`src/hw/rtl/swm_pkg.sv`:
```
// Shared types and constants for the sliding window maximum block.
package swm_pkg;

  localparam int MAX_WINDOW  = 64;
  localparam int SAMPLE_BITS = 32;
  localparam int AGE_BITS    = 7;
  localparam int WIN_BITS    = 7;

  typedef struct packed {
    logic                          valid;
    logic [AGE_BITS-1:0]           age;
    logic signed [SAMPLE_BITS-1:0] value;
  } cell_t;

  typedef struct packed {
    logic                          step;
    logic                          shift;
    logic                          purge;
    logic                          clear;
    logic signed [SAMPLE_BITS-1:0] sample;
  } cell_ctl_t;

  typedef enum logic {
    ST_RUN,
    ST_PURGE
  } swm_state_t;

endpackage

```
`src/hw/rtl/swm_cell.sv`:
```
// One candidate cell of the monotonic candidate row.
module swm_cell (
  input  logic              clk,
  input  logic              rst_n,
  input  swm_pkg::cell_ctl_t ctl_i,
  input  swm_pkg::cell_t    right_i,
  input  logic              prev_survive_i,
  output swm_pkg::cell_t    cell_o,
  output swm_pkg::cell_t    nxt_o,
  output logic              survive_o
);

  swm_pkg::cell_t cell_r;
  swm_pkg::cell_t cell_nxt;
  swm_pkg::cell_t src;

  always_comb begin
    src       = ctl_i.shift ? right_i : cell_r;
    survive_o = src.valid && !($signed(ctl_i.sample) >= $signed(src.value));
    if (survive_o) begin
      nxt_o.valid = 1'b1;
      nxt_o.age   = src.age + {{(swm_pkg::AGE_BITS-1){1'b0}}, 1'b1};
      nxt_o.value = src.value;
    end else if (prev_survive_i) begin
      // first free slot: take the new sample
      nxt_o.valid = 1'b1;
      nxt_o.age   = '0;
      nxt_o.value = ctl_i.sample;
    end else begin
      nxt_o.valid = 1'b0;
      nxt_o.age   = src.age;
      nxt_o.value = src.value;
    end
  end

  // Step on a sample (drop everything on a last sample), shift left on a purge.
  always_comb begin
    cell_nxt = cell_r;
    if (ctl_i.step) begin
      cell_nxt       = nxt_o;
      cell_nxt.valid = nxt_o.valid && !ctl_i.clear;
    end else if (ctl_i.purge) begin
      cell_nxt = right_i;
    end
  end

  always_ff @(posedge clk) begin
    if (!rst_n) begin
      cell_r <= '0;
    end else begin
      cell_r <= cell_nxt;
    end
  end

  assign cell_o = cell_r;

endmodule

```
`config.mk`:
```
export PLATFORM = sky130hd
export DESIGN_NAME = swm_cell
export DESIGN_NICKNAME = d
export VERILOG_FILES = /design/src/hw/rtl/swm_pkg.sv /design/src/hw/rtl/swm_cell.sv
export SDC_FILE = /design/constraint.sdc
export NUM_CORES = 1
export LEC_CHECK = 0
export BUFFER_PORTS_ARGS = -buffer_cell sky130_fd_sc_hd__clkbuf_2
export CELL_PAD_IN_SITES_DETAIL_PLACEMENT = 0
export CELL_PAD_IN_SITES_GLOBAL_PLACEMENT = 1
export CORE_MARGIN = 1.5
export CORE_UTILIZATION = 35
export CTS_CLUSTER_SIZE = 40
export DETAILED_ROUTE_END_ITERATION = 6
export MAX_ROUTING_LAYER = met4
export PLACE_DENSITY_LB_ADDON = 0.08
export SLEW_MARGIN = 0
export SYNTH_ARGS = -nofsm -noshare
export SYNTH_HDL_FRONTEND = slang
export SYNTH_SLANG_ARGS = --single-unit
```
`constraint.sdc`:
```
create_clock -name clk -period 6.5 [get_ports clk]
set_input_delay 1.3 -clock clk [delete_from_list [all_inputs] [get_ports clk]]
set_output_delay 1.3 -clock clk [all_outputs]
set_load 0.005 [all_outputs]
```
### Yosys cells after proc, flatten, opt, wreduce, memory -nomap -nowiden

Cells that the tools add are included.

* register bits: 40
* latch bits: 0
* word-level logic and storage cells: 15
* output and inout bits: 81
* memories: 0
* memory bits (writable): 0
* memory bits (read-only): 0
* input port bits: 79

* multipliers: 0
* bitwise logic cells: 0
* order comparisons: 1
* mux-type cells: 5
* shift-type cells: 0
* divide/modulo/power cells: 0
* eq/ne operators: 0
* $add $sub $neg: 1
* reductions and logical operators: 5

Operators with widths (number)
* 40-bit 2-to-1 mux: 5
* 32-bit >= comparator: 1
* 7-bit by 1-bit adder with 7-bit output, second input constant: 1
* 1-bit logical AND: 2
* 1-bit zero test: 2
* 2-bit nonzero test: 1

### Longest topological paths before layout

* word-level depth: 7
* gate-level depth with buffers: 14
* mapped depth without buffers: 9

### Worst setup path before layout

Ideal clock, no wire load.

* path kind: input to output
* start: input ctl_i[34] in the netlist's numbering
* end: output nxt_o[10] in the netlist's numbering
* stages: 14
* data arrival time: 4.469 ns
* data required time: 5.200 ns
* path buffers: 5
* setup slack: 0.731 ns
* cell sequence: clkbuf_1 -> clkbuf_1 -> buf_2 -> mux2i_1 -> ha_1 -> a21oi_1 -> nand2_1 -> a221o_1 -> nand4bb_1 -> o211ai_2 -> buf_2 -> buf_2 -> nor2_1 -> a21oi_1

RTL lines
* from (decl): RTL line swm_cell.sv:5 `input swm_pkg::cell_ctl_t ctl_i,`
* to (decl): RTL line swm_cell.sv:9 `output swm_pkg::cell_t nxt_o,`

==> impl_results.md <==
* FF+latch area at 800.8 sq um
* Drt pass-1 iters at 6
* Finished Layout Cells at between 700 and 800
* Die H at about 110 um
* GRT Total Usage at 0.2051
* First-pass GRT wire length at between 15,000 and 20,000 um
* Layout net count at between 700 and 800
* Worst hold path class: flip-flop to flip-flop
* Worst Setup SP: ctl_i[34]
* DIE AREA at between 10,000 and 15,000 sq um
* Mux share of post-synthesis cell area at 0.2307
* Ys Warns at 0
* Final worst setup slack at between 500 and 600 ps
* Number of antenna violations at the first check in global routing at 0
* Tcrit/Tclk final at 0.9081
* Crit path capture: nxt_o[0]
* Clock slew at reported path FFs at approximately 90 ps
* Synth Flop Type: dfxtp_1
* TritonCTS Buffers at 5
* Syn_nets at 573
* CTS tree: done
* Postcts setup bufs at 0
* Leakage at 2.229 nW
* Residual DRC at 0
* Total negative slack at 0 ps
* Cells after DPL at about 730
* EDFF count, synth at 0
* GR Overflow Total at 0
* HPWL Detailed at around 8400 um
* Synthesis-stage register bit count at 40
* Drt wl/cell at approximately 16 um
* Worst r2r src: cell_o[27]
* Clk_lat worst skew at about 300 ps
* Reg2Reg Depth at 10
* Max Cap Viol at 0
* Post-synthesis compound-gate area fraction at 0.2347
* Post-synthesis xor/xnor area fraction at 0.01162
* Reg-to-reg setup timing slack at about 3400 ps
* Fmax at between 0.15 and 0.2 GHz
* IO Port Bufs at between 150 and 200
* Power Density at ~180 nW/um^2
* Vias per inst at about 5.5
* Max Root-Sink Buffers at 2
* Unique cell type count in the Yosys netlist at 43
* Setup violators final at 0
* Multi-input logic area at ~2800 sq um
* Layout cell share with drive strength beyond 1 at 0.3685
* Outcome: completed
* Fill cells at 1,092
* Fin. Hold Viols at 0
* Clock Skew at around 5.4 ps
* Most frequent cells in the layout: 159 x clkbuf_2, 45 x a21oi_1, 43 x mux2i_1
* Commonest non-fill, non-tap cell in the layout: clkbuf_2
* Worst R2R End: cell_o[0]
* Main combinational cell family by area after synthesis: compound AO/OA/AOI/OAI gates
* Crit end category: output pin
* Cts hold-fix bufs at 0
* Via count at ~4,000
* Critical Path RT at between 5000 and 6000 ps
* Fin area at around 4800 sq um
* Vias in the first global route at about 3,600
* RSZ-0062 raised after global routing: no
* Horiz. Die Dim at 106.8 um
* Initial core utilization at 0.3634
* Routed WL at around 12,000 um
* Cells after Synth at 461
* Max reg flops at 40
* Core area at 10,370 sq um
* Placed inst area at ~4700 sq um
* Max Fanout on Critical Path at 29
* Slew @ Worst Pin at ~900 ps
* VDD IR-drop max at approximately 75 uV
* Largest net degree at the start of global routing at 77
* 1st-iter DRT viols at roughly 160
* Clock sink count at 40
* Rows at 37
* Sequential-to-total area share from yosys stat at 0.2125
* CTS root buf: clkbuf_8
* Antenna cells at 0
* Worst rel slew slack at 0.3998
* Avg Cell Area, Syn at 8.175 sq um
* Synth Area in Adders at 0.1096
* CP Launch Type: input port
* Ports at 160
* Tot Pwr at 840.0 uW
* Post-DRT Antenna Nets at 0
* Netlist Area Pre-Place at roughly 3800 sq um
* Crit Path Class: input port to output pin
* Placement Setup Slack at 583.5 ps
* Routability cong. at about 0.8
* Post-cts sizing count at 0
* Simple-gate area share of the yosys netlist at 0.1517
* Slew Viols, Final at 0
* Worst EP arrival at between 4000 and 5000 ps
* Synth-to-layout area growth at 26.59%
* Minimum clock period at 5903 ps
* Ys async rst share at 0
* Max H-tree Level at 2
-- report_power, final --
part / leakage [nW] / internal, mW / switching (mW)
sequential: 0.333 / 0.269 / 0.0179
combinational: 1.85 / 0.162 / 0.197
clock: 0.0503 / 0.0949 / 0.0986
total: 2.23 / 0.526 / 0.314
-- synth_stat cells (2+ instances only) --
cell	number	area [sq um]
a21oi_1	45	225.2
a311oi_1	31	271.5
a31oi_1	5	31.28
buf_1	3	11.26
buf_2	13	65.06
clkbuf_1	21	78.83
dfxtp_1	40	800.8
ha_1	33	412.9
inv_1	4	15.01
mux2_2	39	439.2
mux2i_1	43	430.4
nand2_1	24	90.09
nand3_1	3	15.01
nand4_1	8	50.05
nor2_1	36	135.1
nor3_1	34	170.2
nor4_1	2	12.51
o211a_1	2	20.02
o211ai_1	2	15.01
o21ai_0	42	210.2
or3_1	6	37.54
xnor2_1	3	26.28
xor2_1	2	17.52
-- metal layers --
layer / vias to the layer above / track usage / share of wire
li1: 2036 / - / -
met2: 128 / 0.3173 / 0.45
met4: 0 / 0.04000 / 0.0076
met5: - / - / 0
met1: 1896 / 0.2878 / 0.49
met3: 8 / 0.02614 / 0.053
-- critical path, cell delays in order --
cell,delay [ps]
clkbuf_2,430
buf_12,230
mux2i_1,300
ha_1,350
nand4_2,170
nor3_1,70
a221o_1,340
nand4bb_1,290
o211ai_4,270
buf_4,320
mux2_2,390
clkbuf_2,120
-- per-stage QoR --
step / util / hold slack (ps)
floorplan: - / 576.5
CTS: 0.4601 / 638.0
global placement: 0.4508 / 607.2
finish: 0.4601 / 627.9
global route: 0.4601 / 685.2
detailed placement: 0.4508 / 613.0
-- cells by family after synthesis --
group / after synthesis
XOR/XNOR: 5
AND/OR/NAND/NOR: 120
adder cells (fa/ha/maj): 33
flip-flops: 40
buffers and inverters: 43
multiplexers: 82
AO/OA/AOI/OAI: 138
-- area by class of cell --
| type | count | area share |
|---|---|---|
| multi-input cells | 378 | 0.5851 |
| repair buffers | 167 | 0.1873 |
| flip-flops and latches | 40 | 0.1678 |
| well taps | 136 | 0.03567 |
| clock buffers | 7 | 0.02019 |
| inverters | 5 | 0.003934 |
-- worst min path at each step --
| stage | from | to | cells after the start |
|---|---|---|---|
| after CTS | cell_o[39] | cell_o[39] | 3 |
| after detailed placement | cell_o[39] | cell_o[39] | 3 |
| after floorplan | cell_o[32] | cell_o[32] | 2 |
| after global routing | cell_o[32] | cell_o[32] | 2 |
| after global placement | cell_o[32] | cell_o[32] | 2 |
| final | cell_o[39] | cell_o[39] | 3 |
No activity file was read; power rests on OpenSTA's default activity.
